===== config.mk =====
export PLATFORM = sky130hd
export DESIGN_NAME = motion_command_ascii_framer
export DESIGN_NICKNAME = d
export VERILOG_FILES = /design/src/sv/mcaf_pkg.sv /design/src/sv/mcaf_front.sv /design/src/sv/mcaf_queue.sv /design/src/sv/mcaf_back.sv /design/src/sv/motion_command_ascii_framer.sv
export SDC_FILE = /design/constraint.sdc
export NUM_CORES = 1
export LEC_CHECK = 0
export ABC_AREA = 1
export ABC_CLOCK_PERIOD_IN_PS = 12500
export BUFFER_PORTS_ARGS = -buffer_cell sky130_fd_sc_hd__buf_2
export CAP_MARGIN = 20
export CORE_MARGIN = 5
export CORE_UTILIZATION = 55
export CTS_BUF_LIST = sky130_fd_sc_hd__clkbuf_4 sky130_fd_sc_hd__clkbuf_8 sky130_fd_sc_hd__clkbuf_16
export CTS_CLUSTER_DIAMETER = 30
export CTS_CLUSTER_SIZE = 20
export DETAILED_ROUTE_END_ITERATION = 16
export GPL_TIMING_DRIVEN = 0
export PLACE_DENSITY = 0.72
export SLEW_MARGIN = 30
export SYNTH_ARGS = -nofsm -noshare
export SYNTH_HDL_FRONTEND = slang
export SYNTH_SLANG_ARGS = --single-unit

===== constraint.sdc =====
create_clock -name clk -period 12.5 [get_ports clk]
set_input_delay 2.5 -clock clk [delete_from_list [all_inputs] [get_ports clk]]
set_output_delay 2.5 -clock clk [all_outputs]
set_load 0.01 [all_outputs]

===== src/sv/mcaf_pkg.sv =====
`default_nettype none
// ----------------------------------------------------------------------------
// mcaf_pkg
// Shared types, codes and constants of the motion command ASCII framer.
// ----------------------------------------------------------------------------
package mcaf_pkg;

  // Command selector codes carried on the input tuser.
  localparam logic [1:0] OP_LINEAR  = 2'd0;
  localparam logic [1:0] OP_ANGULAR = 2'd1;
  localparam logic [1:0] OP_GOAL    = 2'd2;

  // Field widths.
  localparam int VAL_W  = 18;
  localparam int GOAL_W = 10;
  localparam int REM_W  = 17;
  localparam int BYTE_W = 8;
  localparam int POS_W  = 3;
  localparam int EXP_W  = 3;

  // Frame characters.
  localparam logic [BYTE_W-1:0] CH_LIN_POS  = 8'h6C; // l
  localparam logic [BYTE_W-1:0] CH_LIN_NEG  = 8'h4C; // L
  localparam logic [BYTE_W-1:0] CH_ANG_POS  = 8'h61; // a
  localparam logic [BYTE_W-1:0] CH_ANG_NEG  = 8'h41; // A
  localparam logic [BYTE_W-1:0] CH_GOAL     = 8'h47; // G
  localparam logic [BYTE_W-1:0] CH_NUL      = 8'h00;
  localparam logic [BYTE_W-1:0] DIGIT_BASE  = 8'd48;

  // Frame positions.
  localparam logic [POS_W-1:0] POS_LETTER     = 3'd0;
  localparam logic [POS_W-1:0] POS_GOAL_SPLIT = 3'd3;
  localparam logic [POS_W-1:0] POS_LAST       = 3'd6;

  // Leading decimal exponents and wrap limits.
  localparam logic [EXP_W-1:0] EXP_SPEED = 3'd4;
  localparam logic [EXP_W-1:0] EXP_GOAL  = 3'd2;
  localparam logic [VAL_W-1:0]  MAG_WRAP  = 18'd100000;
  localparam logic [GOAL_W-1:0] GOAL_WRAP = 10'd1000;

  // Default depth of the command queue.
  localparam int QUEUE_DEPTH_DEF = 2;

  // One classified command waiting for the byte emitter.
  typedef struct packed {
    logic [BYTE_W-1:0] letter;
    logic              goal;
    logic [REM_W-1:0]  rem;
    logic [GOAL_W-1:0] alt;
  } entry_t;

  // Power of ten for a digit exponent.
  function automatic logic [REM_W-1:0] pow10(input logic [EXP_W-1:0] e);
    logic [REM_W-1:0] p;
    case (e)
      3'd4:    p = 17'd10000;
      3'd3:    p = 17'd1000;
      3'd2:    p = 17'd100;
      3'd1:    p = 17'd10;
      default: p = 17'd1;
    endcase
    return p;
  endfunction

endpackage
`default_nettype wire


===== src/sv/mcaf_front.sv =====
`default_nettype none
// ----------------------------------------------------------------------------
// mcaf_front
// Accepts commands, drops unchanged speed values, and builds queue entries
// with the sign letter and the wrapped magnitudes.
// ----------------------------------------------------------------------------
module mcaf_front (
  input  wire logic                       clk,
  input  wire logic                       rst_n,
  input  wire logic                       in_tvalid,
  output logic                            in_tready,
  input  wire logic [39:0]                in_tdata,   // command_value, goal_x, goal_y
  input  wire logic [1:0]                 in_tuser,   // op
  input  wire logic                       q_full,
  output logic                            q_push,
  output mcaf_pkg::entry_t                q_entry
);
  import mcaf_pkg::*;

  logic [VAL_W-1:0]  last_lin_r, last_lin_nxt;
  logic [VAL_W-1:0]  last_ang_r, last_ang_nxt;
  logic [VAL_W-1:0]  raw, mag, mag_wrap;
  logic [GOAL_W-1:0] gx, gy, gx_wrap, gy_wrap;
  logic              neg, accept, emit;

  assign raw = in_tdata[VAL_W-1:0];
  assign gx  = in_tdata[VAL_W+GOAL_W-1:VAL_W];
  assign gy  = in_tdata[VAL_W+2*GOAL_W-1:VAL_W+GOAL_W];

  assign in_tready = !q_full;
  assign accept    = in_tvalid && in_tready;

  // Magnitude of the two's complement value, folded below one hundred thousand.
  assign neg      = raw[VAL_W-1];
  assign mag      = neg ? (VAL_W'(0) - raw) : raw;
  assign mag_wrap = (mag >= MAG_WRAP) ? (mag - MAG_WRAP) : mag;
  assign gx_wrap  = (gx >= GOAL_WRAP) ? (gx - GOAL_WRAP) : gx;
  assign gy_wrap  = (gy >= GOAL_WRAP) ? (gy - GOAL_WRAP) : gy;

  // Classify the word and decide whether it produces a frame.
  always_comb begin
    emit         = 1'b0;
    last_lin_nxt = last_lin_r;
    last_ang_nxt = last_ang_r;
    q_entry      = '0;
    case (in_tuser)
      OP_LINEAR: begin
        emit          = (raw != last_lin_r);
        q_entry.letter = neg ? CH_LIN_NEG : CH_LIN_POS;
        q_entry.rem    = mag_wrap[REM_W-1:0];
        if (accept) begin
          last_lin_nxt = raw;
        end
      end
      OP_ANGULAR: begin
        emit          = (raw != last_ang_r);
        q_entry.letter = neg ? CH_ANG_NEG : CH_ANG_POS;
        q_entry.rem    = mag_wrap[REM_W-1:0];
        if (accept) begin
          last_ang_nxt = raw;
        end
      end
      OP_GOAL: begin
        emit           = 1'b1;
        q_entry.letter = CH_GOAL;
        q_entry.goal   = 1'b1;
        q_entry.rem    = REM_W'(gx_wrap);
        q_entry.alt    = gy_wrap;
      end
      default: begin
        emit = 1'b0;
      end
    endcase
  end

  assign q_push = accept && emit;

  // Last values sent on each speed channel.
  always_ff @(posedge clk) begin
    if (!rst_n) begin
      last_lin_r <= '0;
      last_ang_r <= '0;
    end else begin
      last_lin_r <= last_lin_nxt;
      last_ang_r <= last_ang_nxt;
    end
  end

endmodule
`default_nettype wire


===== src/sv/mcaf_queue.sv =====
`default_nettype none
// ----------------------------------------------------------------------------
// mcaf_queue
// Small first-in first-out queue of command entries between the front and
// the byte emitter.
// ----------------------------------------------------------------------------
module mcaf_queue #(
  parameter int WIDTH = 36,
  parameter int DEPTH = 2
) (
  input  wire logic             clk,
  input  wire logic             rst_n,
  input  wire logic             push,
  input  wire logic [WIDTH-1:0] wr_data,
  input  wire logic             pop,
  output logic      [WIDTH-1:0] rd_data,
  output logic                  full,
  output logic                  empty
);
  localparam int PTR_W = (DEPTH > 1) ? $clog2(DEPTH) : 1;
  localparam int CNT_W = $clog2(DEPTH + 1);

  logic [WIDTH-1:0] mem_r [DEPTH];
  logic [PTR_W-1:0] wr_ptr_r, wr_ptr_nxt;
  logic [PTR_W-1:0] rd_ptr_r, rd_ptr_nxt;
  logic [CNT_W-1:0] cnt_r, cnt_nxt;

  assign full    = (cnt_r == CNT_W'(DEPTH));
  assign empty   = (cnt_r == '0);
  assign rd_data = mem_r[rd_ptr_r];

  // Pointer and fill count update.
  always_comb begin
    wr_ptr_nxt = wr_ptr_r;
    rd_ptr_nxt = rd_ptr_r;
    cnt_nxt    = cnt_r;
    if (push) begin
      wr_ptr_nxt = (wr_ptr_r == PTR_W'(DEPTH - 1)) ? '0 : wr_ptr_r + 1'b1;
    end
    if (pop) begin
      rd_ptr_nxt = (rd_ptr_r == PTR_W'(DEPTH - 1)) ? '0 : rd_ptr_r + 1'b1;
    end
    if (push && !pop) begin
      cnt_nxt = cnt_r + 1'b1;
    end else if (pop && !push) begin
      cnt_nxt = cnt_r - 1'b1;
    end
  end

  always_ff @(posedge clk) begin
    if (!rst_n) begin
      wr_ptr_r <= '0;
      rd_ptr_r <= '0;
      cnt_r    <= '0;
    end else begin
      wr_ptr_r <= wr_ptr_nxt;
      rd_ptr_r <= rd_ptr_nxt;
      cnt_r    <= cnt_nxt;
    end
  end

  // Entry storage.
  always_ff @(posedge clk) begin
    if (push) begin
      mem_r[wr_ptr_r] <= wr_data;
    end
  end

endmodule
`default_nettype wire


===== src/sv/mcaf_back.sv =====
`default_nettype none
// ----------------------------------------------------------------------------
// mcaf_back
// Byte emitter: takes one queued command and sends its seven frame bytes,
// extracting one decimal digit per cycle while the output is not stalled.
// ----------------------------------------------------------------------------
module mcaf_back (
  input  wire logic              clk,
  input  wire logic              rst_n,
  input  wire logic              q_empty,
  input  wire mcaf_pkg::entry_t  q_entry,
  output logic                   q_pop,
  output logic                   out_tvalid,
  input  wire logic              out_tready,
  output logic [7:0]             out_tdata,  // tx_byte
  output logic                   out_tlast   // last_byte
);
  import mcaf_pkg::*;

  logic                busy_r, busy_nxt;
  logic [POS_W-1:0]    pos_r, pos_nxt;
  logic                goal_r, goal_nxt;
  logic [BYTE_W-1:0]   letter_r, letter_nxt;
  logic [REM_W-1:0]    rem_r, rem_nxt;
  logic [GOAL_W-1:0]   alt_r, alt_nxt;
  logic [EXP_W-1:0]    exp_r, exp_nxt;
  logic                out_valid_r, out_valid_nxt;
  logic [BYTE_W-1:0]   out_data_r, out_data_nxt;
  logic                out_last_r, out_last_nxt;

  logic [REM_W-1:0]    pow;
  logic [REM_W-1:0]    thr [10];
  logic [3:0]          digit;
  logic                load_out, is_digit;
  logic [BYTE_W-1:0]   byte_val;

  // Multiples of the current power of ten and the digit they bracket.
  assign pow = pow10(exp_r);
  always_comb begin
    digit = '0;
    for (int m = 0; m < 10; m++) begin
      thr[m] = REM_W'(pow * REM_W'(m));
    end
    for (int m = 1; m < 10; m++) begin
      if (rem_r >= thr[m]) begin
        digit = digit + 1'b1;
      end
    end
  end

  // Byte for the current frame position.
  assign is_digit = (pos_r != POS_LETTER) && (goal_r || (pos_r != POS_LAST));
  always_comb begin
    if (pos_r == POS_LETTER) begin
      byte_val = letter_r;
    end else if (is_digit) begin
      byte_val = DIGIT_BASE + BYTE_W'(digit);
    end else begin
      byte_val = CH_NUL;
    end
  end

  assign load_out = busy_r && (!out_valid_r || out_tready);
  assign q_pop    = !q_empty && (!busy_r || (load_out && (pos_r == POS_LAST)));

  // Frame sequencing.
  always_comb begin
    busy_nxt   = busy_r;
    pos_nxt    = pos_r;
    goal_nxt   = goal_r;
    letter_nxt = letter_r;
    rem_nxt    = rem_r;
    alt_nxt    = alt_r;
    exp_nxt    = exp_r;
    if (load_out) begin
      pos_nxt = pos_r + 1'b1;
      if (is_digit) begin
        rem_nxt = rem_r - thr[digit];
        exp_nxt = exp_r - 1'b1;
      end
      // The goal frame moves from x to y after the third digit.
      if (goal_r && (pos_r == POS_GOAL_SPLIT)) begin
        rem_nxt = REM_W'(alt_r);
        exp_nxt = EXP_GOAL;
      end
      if (pos_r == POS_LAST) begin
        busy_nxt = 1'b0;
      end
    end
    if (q_pop) begin
      busy_nxt   = 1'b1;
      pos_nxt    = POS_LETTER;
      goal_nxt   = q_entry.goal;
      letter_nxt = q_entry.letter;
      rem_nxt    = q_entry.rem;
      alt_nxt    = q_entry.alt;
      exp_nxt    = q_entry.goal ? EXP_GOAL : EXP_SPEED;
    end
  end

  // Output register.
  always_comb begin
    out_valid_nxt = out_valid_r;
    out_data_nxt  = out_data_r;
    out_last_nxt  = out_last_r;
    if (load_out) begin
      out_valid_nxt = 1'b1;
      out_data_nxt  = byte_val;
      out_last_nxt  = (pos_r == POS_LAST);
    end else if (out_tready) begin
      out_valid_nxt = 1'b0;
    end
  end

  always_ff @(posedge clk) begin
    if (!rst_n) begin
      busy_r      <= 1'b0;
      pos_r       <= POS_LETTER;
      out_valid_r <= 1'b0;
    end else begin
      busy_r      <= busy_nxt;
      pos_r       <= pos_nxt;
      out_valid_r <= out_valid_nxt;
    end
  end

  always_ff @(posedge clk) begin
    goal_r     <= goal_nxt;
    letter_r   <= letter_nxt;
    rem_r      <= rem_nxt;
    alt_r      <= alt_nxt;
    exp_r      <= exp_nxt;
    out_data_r <= out_data_nxt;
    out_last_r <= out_last_nxt;
  end

  assign out_tvalid = out_valid_r;
  assign out_tdata  = out_data_r;
  assign out_tlast  = out_last_r;

endmodule
`default_nettype wire


===== src/sv/motion_command_ascii_framer.sv =====
`default_nettype none
// A framing command accepted at the input is written to the queue, loaded by the emitter and
// then registered at the output as its first byte. Frame bytes leave one a cycle through the
// output register while out_tready holds; a command that sends nothing never enters the queue.
// The queue lets the input run ahead of the emitter by QUEUE_DEPTH commands.
// Reset clears both last-sent values to zero, empties the queue and the output.
// ----------------------------------------------------------------------------
// motion_command_ascii_framer
// Frames linear, angular and goal commands as seven-byte ASCII words.
// ----------------------------------------------------------------------------
module motion_command_ascii_framer #(
  parameter int QUEUE_DEPTH = mcaf_pkg::QUEUE_DEPTH_DEF
) (
  input  wire logic        clk,
  input  wire logic        rst_n,
  input  wire logic        in_tvalid,
  output logic             in_tready,
  input  wire logic [39:0] in_tdata,   // command_value[17:0], goal_x[27:18], goal_y[37:28]
  input  wire logic [1:0]  in_tuser,   // op
  output logic             out_tvalid,
  input  wire logic        out_tready,
  output logic [7:0]       out_tdata,  // tx_byte
  output logic             out_tlast   // last_byte
);
  import mcaf_pkg::*;

  logic   q_push, q_pop, q_full, q_empty;
  entry_t push_entry, pop_entry;

  // Command classification.
  mcaf_front u_front (
    .clk       (clk),
    .rst_n     (rst_n),
    .in_tvalid (in_tvalid),
    .in_tready (in_tready),
    .in_tdata  (in_tdata),
    .in_tuser  (in_tuser),
    .q_full    (q_full),
    .q_push    (q_push),
    .q_entry   (push_entry)
  );

  // Decoupling queue.
  mcaf_queue #(
    .WIDTH ($bits(entry_t)),
    .DEPTH (QUEUE_DEPTH)
  ) u_queue (
    .clk     (clk),
    .rst_n   (rst_n),
    .push    (q_push),
    .wr_data (push_entry),
    .pop     (q_pop),
    .rd_data (pop_entry),
    .full    (q_full),
    .empty   (q_empty)
  );

  // Byte emitter.
  mcaf_back u_back (
    .clk        (clk),
    .rst_n      (rst_n),
    .q_empty    (q_empty),
    .q_entry    (pop_entry),
    .q_pop      (q_pop),
    .out_tvalid (out_tvalid),
    .out_tready (out_tready),
    .out_tdata  (out_tdata),
    .out_tlast  (out_tlast)
  );

  // A frame streams without gaps once its bytes are being taken.
  a_frame_gapless: assert property (@(posedge clk) disable iff (!rst_n)
    (out_tvalid && out_tready && !out_tlast) |=> out_tvalid)
    else $error("frame byte missing after a taken non-final byte");

  // The queue is never full and empty at once.
  a_queue_flags: assert property (@(posedge clk) disable iff (!rst_n)
    !(q_full && q_empty))
    else $error("queue full and empty together");

  // An accepted goal command always leaves an entry in the queue.
  a_goal_queued: assert property (@(posedge clk) disable iff (!rst_n)
    (in_tvalid && in_tready && (in_tuser == OP_GOAL)) |=> !q_empty)
    else $error("goal command was not queued");

endmodule
`default_nettype wire


==> results of run 1 <==
-- final cells by class --
type / instances / share of cell area
multi-input combinational: 1334 / 0.545
tap: 319 / 0.0272
buffer: 52 / 0.0186
sequential: 156 / 0.288
inverter: 218 / 0.0569
clock inverter: 15 / 0.0117
clock buffer: 17 / 0.0290
timing repair buffer: 58 / 0.0239
-- metal layers --
layer / up-vias / routed length (µm) / GRT usage
met5: - / 0 / 0
met4: 0 / 954 / 0.0911
met3: 66 / 1840 / 0.0343
met2: 358 / 17700 / 0.472
met1: 5564 / 15500 / 0.345
li1: 6059 / - / -
-- what timing repair did --
item,CTS,global route
setup buffers,0,6
pin swaps,0,1
gates resized for setup,3,15
endpoints found under the setup margin,7,10
-- cells in the mapped netlist, types with 7 or more instances --
cell type                  instances  area (µm²)
sky130_fd_sc_hd__o211ai_1          9        67.6
sky130_fd_sc_hd__xor2_1           48         420
sky130_fd_sc_hd__inv_2            10        37.5
sky130_fd_sc_hd__nand3_1         101         505
sky130_fd_sc_hd__fa_1              9         180
sky130_fd_sc_hd__inv_1           201         754
sky130_fd_sc_hd__dfxtp_1          46         921
sky130_fd_sc_hd__edfxtp_1        110        3300
sky130_fd_sc_hd__nand2_1         453        1700
sky130_fd_sc_hd__o21ai_1          13        65.1
sky130_fd_sc_hd__nor4_1            8        50.1
sky130_fd_sc_hd__nor3_1           18        90.1
sky130_fd_sc_hd__ha_1            162        2030
sky130_fd_sc_hd__a31oi_1           8        50.1
sky130_fd_sc_hd__buf_6             7        78.8
sky130_fd_sc_hd__nand4_1          21         131
sky130_fd_sc_hd__o21ai_0         113         566
sky130_fd_sc_hd__nand3_2          12         120
sky130_fd_sc_hd__clkbuf_1         33         124
sky130_fd_sc_hd__xnor2_1          13         114
sky130_fd_sc_hd__nand2_2          12        75.1
sky130_fd_sc_hd__nor2_1          116         435
sky130_fd_sc_hd__a21oi_1         139         696
-- final timing paths --
kind,endpoint,start,slack (ns)
worst max-delay path,u_back.rem_r[14]$_DFFE_PP_,u_back.exp_r[0]$_SDFFCE_PP0P_,0.84
worst min-delay path,u_front.last_lin_r[14]$_SDFFE_PN0P_,u_front.last_lin_r[14]$_SDFFE_PN0P_,0.45
worst min register to register,u_front.last_lin_r[14]$_SDFFE_PN0P_,u_front.last_lin_r[14]$_SDFFE_PN0P_,0.45
worst max register to register,u_back.rem_r[14]$_DFFE_PP_,u_back.exp_r[0]$_SDFFCE_PP0P_,0.84
-- worst reg2reg max path: cells and delay by family (launching register included) --
family / cells / cell delay (ns)
fa+ha+maj: 9 / 2.79
simple gates: 39 / 4.67
compound gates: 8 / 1.48
xor+xnor: 1 / 0.28
flops: 1 / 0.42
buf+inv: 15 / 1.78
-- state kept, by name (all words and copies together) (netlist names), named ones only --
register / cells
u_back.busy_r: 1
u_back.out_tvalid: 1
u_back.alt_r: 10
u_back.goal_r: 1
u_back.pos_r: 3
u_back.out_tdata: 7
u_front.last_ang_r: 18
u_queue.mem_r: 66
u_queue.rd_ptr_r: 1
u_back.letter_r: 5
u_back.out_tlast: 1
u_queue.cnt_r: 2
u_back.exp_r: 3
u_front.last_lin_r: 18
u_queue.wr_ptr_r: 1
u_back.rem_r: 17
-- cells by family (layout without fill, tap and decap cells) --
family          count (synthesis)  count (layout)  share of synthesized area
buf+inv                       270             360                     0.0831
other cells                     2               9                   0.000567
xor+xnor                       61              61                     0.0404
flops                         156             156                      0.319
mux                             2               2                    0.00151
fa+ha+maj                     171             171                      0.167
simple gates                  771             771                      0.255
compound gates                320             320                      0.134
-- through the flow --
step / util / area [µm²] / setup WS (ns) / hold WS, ns / setup TNS, ns
final: 0.622 / 14700 / 0.843 / 0.452 / 0
after global routing: 0.622 / 14700 / -0.00781 / 0.472 / -0.00781
after CTS: 0.618 / 14600 / 0.00936 / 0.455 / 0
after detailed placement: 0.592 / 14000 / -0.609 / 0.444 / -2.08
after global placement: 0.589 / 13900 / -0.428 / 0.434 / -1.29
after floorplan: - / 13300 / 2.37 / 0.424 / 0
==> impl_metrics.csv, run 1 <==
group,metric,value,unit
die,initial_core_util,0.561,
hold_path,worstHoldPathCells,2,
yosys,ys.warnings.count,0,
drt,dr_total_vias,12047,
grt,grtUsageTotal,0.270,
die,die_h,165,µm
timing,final-hold-violation-count,0,
timing,final_period_minus_worst_setup_slack,11.66,ns
worst_setup_path,cp_data_required_time,12.68,ns
drt,remaining_drc_errors,0,
worst_setup_path,worst_path_most_repeated_cell,"sky130_fd_sc_hd__nand2_1",
final_layout,mostFrequentLayoutCell,"sky130_fd_sc_hd__nand2_1",
worst_setup_path,crit_buf_inv,15,
final_layout,mostFrequentLayoutCells,"sky130_fd_sc_hd__nand2_1 (450), sky130_fd_sc_hd__inv_1 (198), sky130_fd_sc_hd__ha_1 (161)",
die,io_pins,57,
drt,detailedRoute.firstPassIterationCount,6,
final_layout,combined_flip_flop_and_latch_cell_area,4220,µm²
clocking,htree_levels,4,
clocking,clk_latency,0.42,ns
worst_setup_path,critPathMaxStageDelay,0.42,ns
yosys,synth_cell_type_count,67,
clocking,cts.root.buffer_cell,"sky130_fd_sc_hd__clkbuf_16",
placement,gp_routability_congestion,1.01,
timing,fin_skew,0.0137,ns
drt,drt-vias-per-instance,5.55,
final_layout,layout-area-overhead-vs-synth,10.9,%
worst_setup_path,worst-path-max-fanout,11,
grt,grt_max_degree,26,
final_layout,fill_cells,2144,
status,run_status,"finished, final reports clean",
worst_setup_path,worstSetupPathType,"reg2reg",
clocking,clk_pin_slew_worst_paths,0.07,ns
yosys,netlist_instances,1753,
worst_setup_path,reg2regPathDepth,72,
clocking,tritoncts.num_buffers,17,
clocking,clock_path_buffers,2,
yosys,synth.yosys.seq_area_share,0.319,
grt,grt_antenna_before_repair,0,
yosys,synth_edf_count,110,
timing,fmaxAchievable,0.0858,GHz
worst_setup_path,cp.depth,72,
die,num_rows,56,
timing,final_max_slew_viol_count,0,
final_layout,fraction_of_layout_instances_using_a_drive_strength_above_1,0.0995,
yosys,synth_area_per_cell,7.55,µm²
drt,route.detailed.wl_per_inst,16.6,µm
placement,dp_hpwl,28.4,mm
job,max_cap_violations,0,
placement,number_of_placed_instances_taps_included,2131,
drt,drt_first_iter_violations,977,
worst_setup_path,critical_path_arrival,11.83,ns
worst_setup_path,critPathLaunchType,"register",
drt,drt-total-wl,36.0,mm
clocking,cts_sinks,156,
timing,timing.final.crit_share,0.933,
clocking,postCtsHoldBufs,0,
worst_setup_path,critical-path-slowest-cell,"sky130_fd_sc_hd__edfxtp_1",
final_layout,fin_cells,2169,
final_layout,multiInputGateArea,8000,µm²
drt,detail_route_antenna_nets,0,
yosys,ys_async_sr_fraction,0,
yosys,post_synth_instance_area,13200,µm²
timing,worstMarginPinSlew,0.885,ns
final_layout,antenna_cells_inserted,0,
final_layout,final_net_count,2054,
worst_setup_path,worstSetupEndpointType,"register",
die,design.core.area,23600,µm²
timing,slew-limit-headroom,0.409,
hold_path,min_path_type,"reg2reg",
clocking,cts_tree,"built",
die,die_area,27300,µm²
grt,first_global_vias,11565,
timing,setup_violations,0,
worst_setup_path,critPathTopFamily,"simple AND/OR/NAND/NOR gates",
placement,port_buffers,50,
yosys,synth_top_flop_cell,"sky130_fd_sc_hd__edfxtp_1",
grt,global_route.overflow_total,0,
die,floorplan.die.width,165,µm
grt,global_route_wire_length_before_repair,58.1,mm
yosys,ys_seq_elements,156,
Power of run 1 is left out: the tool's default activity adds up to more than one toggle a clock period on the data nets, which glitch-free logic cannot reach.
==> run 2: changes to the inputs <==
--- a/config.mk
+++ b/config.mk
@@ -9,7 +9,8 @@
 export ABC_CLOCK_PERIOD_IN_PS = 12500
 export BUFFER_PORTS_ARGS = -buffer_cell sky130_fd_sc_hd__buf_2
-export CAP_MARGIN = 20
+export CELL_PAD_IN_SITES_DETAIL_PLACEMENT = 0
+export CELL_PAD_IN_SITES_GLOBAL_PLACEMENT = 1
 export CORE_MARGIN = 5
-export CORE_UTILIZATION = 55
+export CORE_UTILIZATION = 47
 export CTS_BUF_LIST = sky130_fd_sc_hd__clkbuf_4 sky130_fd_sc_hd__clkbuf_8 sky130_fd_sc_hd__clkbuf_16
 export CTS_CLUSTER_DIAMETER = 30
@@ -17,5 +18,5 @@
 export DETAILED_ROUTE_END_ITERATION = 16
 export GPL_TIMING_DRIVEN = 0
-export PLACE_DENSITY = 0.72
+export PLACE_DENSITY_LB_ADDON = 0.1
 export SLEW_MARGIN = 30
 export SYNTH_ARGS = -nofsm -noshare
==> constraint.sdc (replaced) <==
create_clock -name clk -period 12.5 [get_ports clk]
set_input_delay 2.5 -clock clk [delete_from_list [all_inputs] [get_ports clk]]
set_output_delay 2.5 -clock clk [all_outputs]
set_load 0.1 [all_outputs]
==> impl_metrics.csv, run 2 (synthesis results as in run 1) <==
group,metric,value,unit
placement,number_of_placed_instances_taps_included,2190,
timing,worstMarginPinSlew,0.881,ns
grt,use_met2,0.425,
final_layout,fraction_of_layout_instances_using_a_drive_strength_above_1,0.0969,
drt,dr_total_vias,11767,
placement,place_area,14100,µm²
hold_path,min_path_type,"reg2reg",
grt,first_global_vias,11512,
final_layout,fin_cells,2226,
drt,detailedRoute.firstPassIterationCount,5,
clocking,tritoncts.num_buffers,17,
clocking,postCtsHoldBufs,0,
placement,gp_routability_congestion,0.922,
grt,grt_antenna_before_repair,0,
final_layout,mostFrequentLayoutCell,"sky130_fd_sc_hd__nand2_1",
drt,route.detailed.wl_per_inst,16.9,µm
timing,timing.final.crit_share,0.925,
worst_setup_path,worst_path_most_repeated_cell,"sky130_fd_sc_hd__nand2_1",
worst_setup_path,worstSetupEndpointType,"register",
timing,fin_skew,0.0171,ns
die,floorplan.die.width,178,µm
worst_setup_path,worstSetupPathType,"reg2reg",
grt,grtUsageMet3,0.0260,
timing,slew-limit-headroom,0.411,
worst_setup_path,critical-path-slowest-cell,"sky130_fd_sc_hd__edfxtp_1",
die,io_pins,57,
drt,drt_first_iter_violations,651,
clocking,cts_tree,"built",
status,run_status,"finished, final reports clean",
drt,drt-total-wl,37.6,mm
drt,drt-vias-per-instance,5.29,
final_layout,regMostFlops,"u_queue.mem_r",
clocking,clk_pin_slew_worst_paths,0.08,ns
grt,global_route.overflow_total,0,
die,design.core.area,27800,µm²
grt,grt_util_met1,0.313,
timing,final-hold-violation-count,0,
worst_setup_path,critPathLaunchType,"register",
worst_setup_path,worst-path-max-fanout,10,
clocking,cts.root.buffer_cell,"sky130_fd_sc_hd__clkbuf_16",
worst_setup_path,cp_data_required_time,12.67,ns
clocking,htree_levels,4,
placement,port_buffers,50,
placement,dp_hpwl,29.7,mm
timing,fmaxAchievable,0.0865,GHz
timing,setup_slack,0.939,ns
placement,preCtsSetupSlack,-0.314,ns
clocking,clk_latency,0.43,ns
die,num_rows,61,
drt,detail_route_antenna_nets,0,
final_layout,mostFrequentLayoutCells,"sky130_fd_sc_hd__nand2_1 (451), sky130_fd_sc_hd__inv_1 (199), sky130_fd_sc_hd__ha_1 (161)",
die,die_area,31600,µm²
grt,grtUsageTotal,0.241,
die,die_h,178,µm
worst_setup_path,critPathMaxStageDelay,0.45,ns
timing,final_period_minus_worst_setup_slack,11.56,ns
clocking,clock_path_buffers,2,
job,max_cap_violations,0,
final_layout,largestRegisters,"u_queue.mem_r: 66 flops, u_front.last_ang_r: 18 flops, u_front.last_lin_r: 18 flops",
final_layout,largest_register_ff_count,66,
die,initial_core_util,0.477,
final_layout,antenna_cells_inserted,0,
timing,final_max_slew_viol_count,0,
grt,global_route_wire_length_before_repair,60.6,mm
final_layout,layout-area-overhead-vs-synth,11.3,%
timing,fin_hold_ws,0.449,ns
grt,grt-busiest-layer,"met2",
clocking,cts_sinks,156,
worst_setup_path,critical_path_arrival,11.73,ns
final_layout,finalInstanceArea,14700,µm²
timing,setup_violations,0,
final_layout,final_net_count,2052,
drt,remaining_drc_errors,0,
grt,grt_max_degree,26,
[run 2: final timing paths]
path	from	end	slack (ns)	depth (start not counted)
worst max-delay path	u_back.exp_r[0]$_SDFFCE_PP0P_	u_back.rem_r[13]$_DFFE_PP_	0.94	65
worst min-delay path	u_front.last_lin_r[0]$_SDFFE_PN0P_	u_front.last_lin_r[0]$_SDFFE_PN0P_	0.45	2
worst max register to register	u_back.exp_r[0]$_SDFFCE_PP0P_	u_back.rem_r[13]$_DFFE_PP_	0.94	65
worst min register to register	u_front.last_lin_r[0]$_SDFFE_PN0P_	u_front.last_lin_r[0]$_SDFFE_PN0P_	0.45	2
[run 2: cell type report]
class | instances | area (µm²)
Sequential cell | 156 | 4220
Clock inverter | 15 | 174
Multi-Input combinational cell | 1334 | 7990
Fill cell | 2783 | 13000
Inverter | 218 | 836
Tap cell | 378 | 473
Buffer | 52 | 275
Timing Repair Buffer | 56 | 335
Clock buffer | 17 | 425
[run 2: through the flow]
stage	util	TNS (ns)
final	0.530	0
after global routing	0.530	-0.000670
after CTS	0.528	0
after detailed placement	0.506	-0.696
after global placement	0.504	-0.790
after floorplan	-	0
[run 2: routing by layer]
layer / vias up / wire, µm
li1: 6042 / -
met1: 5404 / 16800
met2: 270 / 18400
met3: 51 / 1480
met4: 0 / 969
met5: - / 0
[run 2: timing repair]
item | 4_1_cts | 5_1_grt
setup buffers | 0 | 4
resized for setup | 2 | 11
pin swaps | 0 | 1
endpoints found under the setup margin | 5 | 10
[run 2: worst max-delay path: cells and delay by family (launching register included)]
| kind | cells | cell delay [ns] |
|---|---|---|
| xor gates and xnor gates | 1 | 0.28 |
| buffers and inverters | 13 | 1.73 |
| and+or+nand+nor | 29 | 4.03 |
| AOI/OAI and AO/OA | 12 | 1.88 |
| adders and majority gates | 10 | 2.95 |
| DFF | 1 | 0.45 |
Power of run 2 is left out for the same reason.
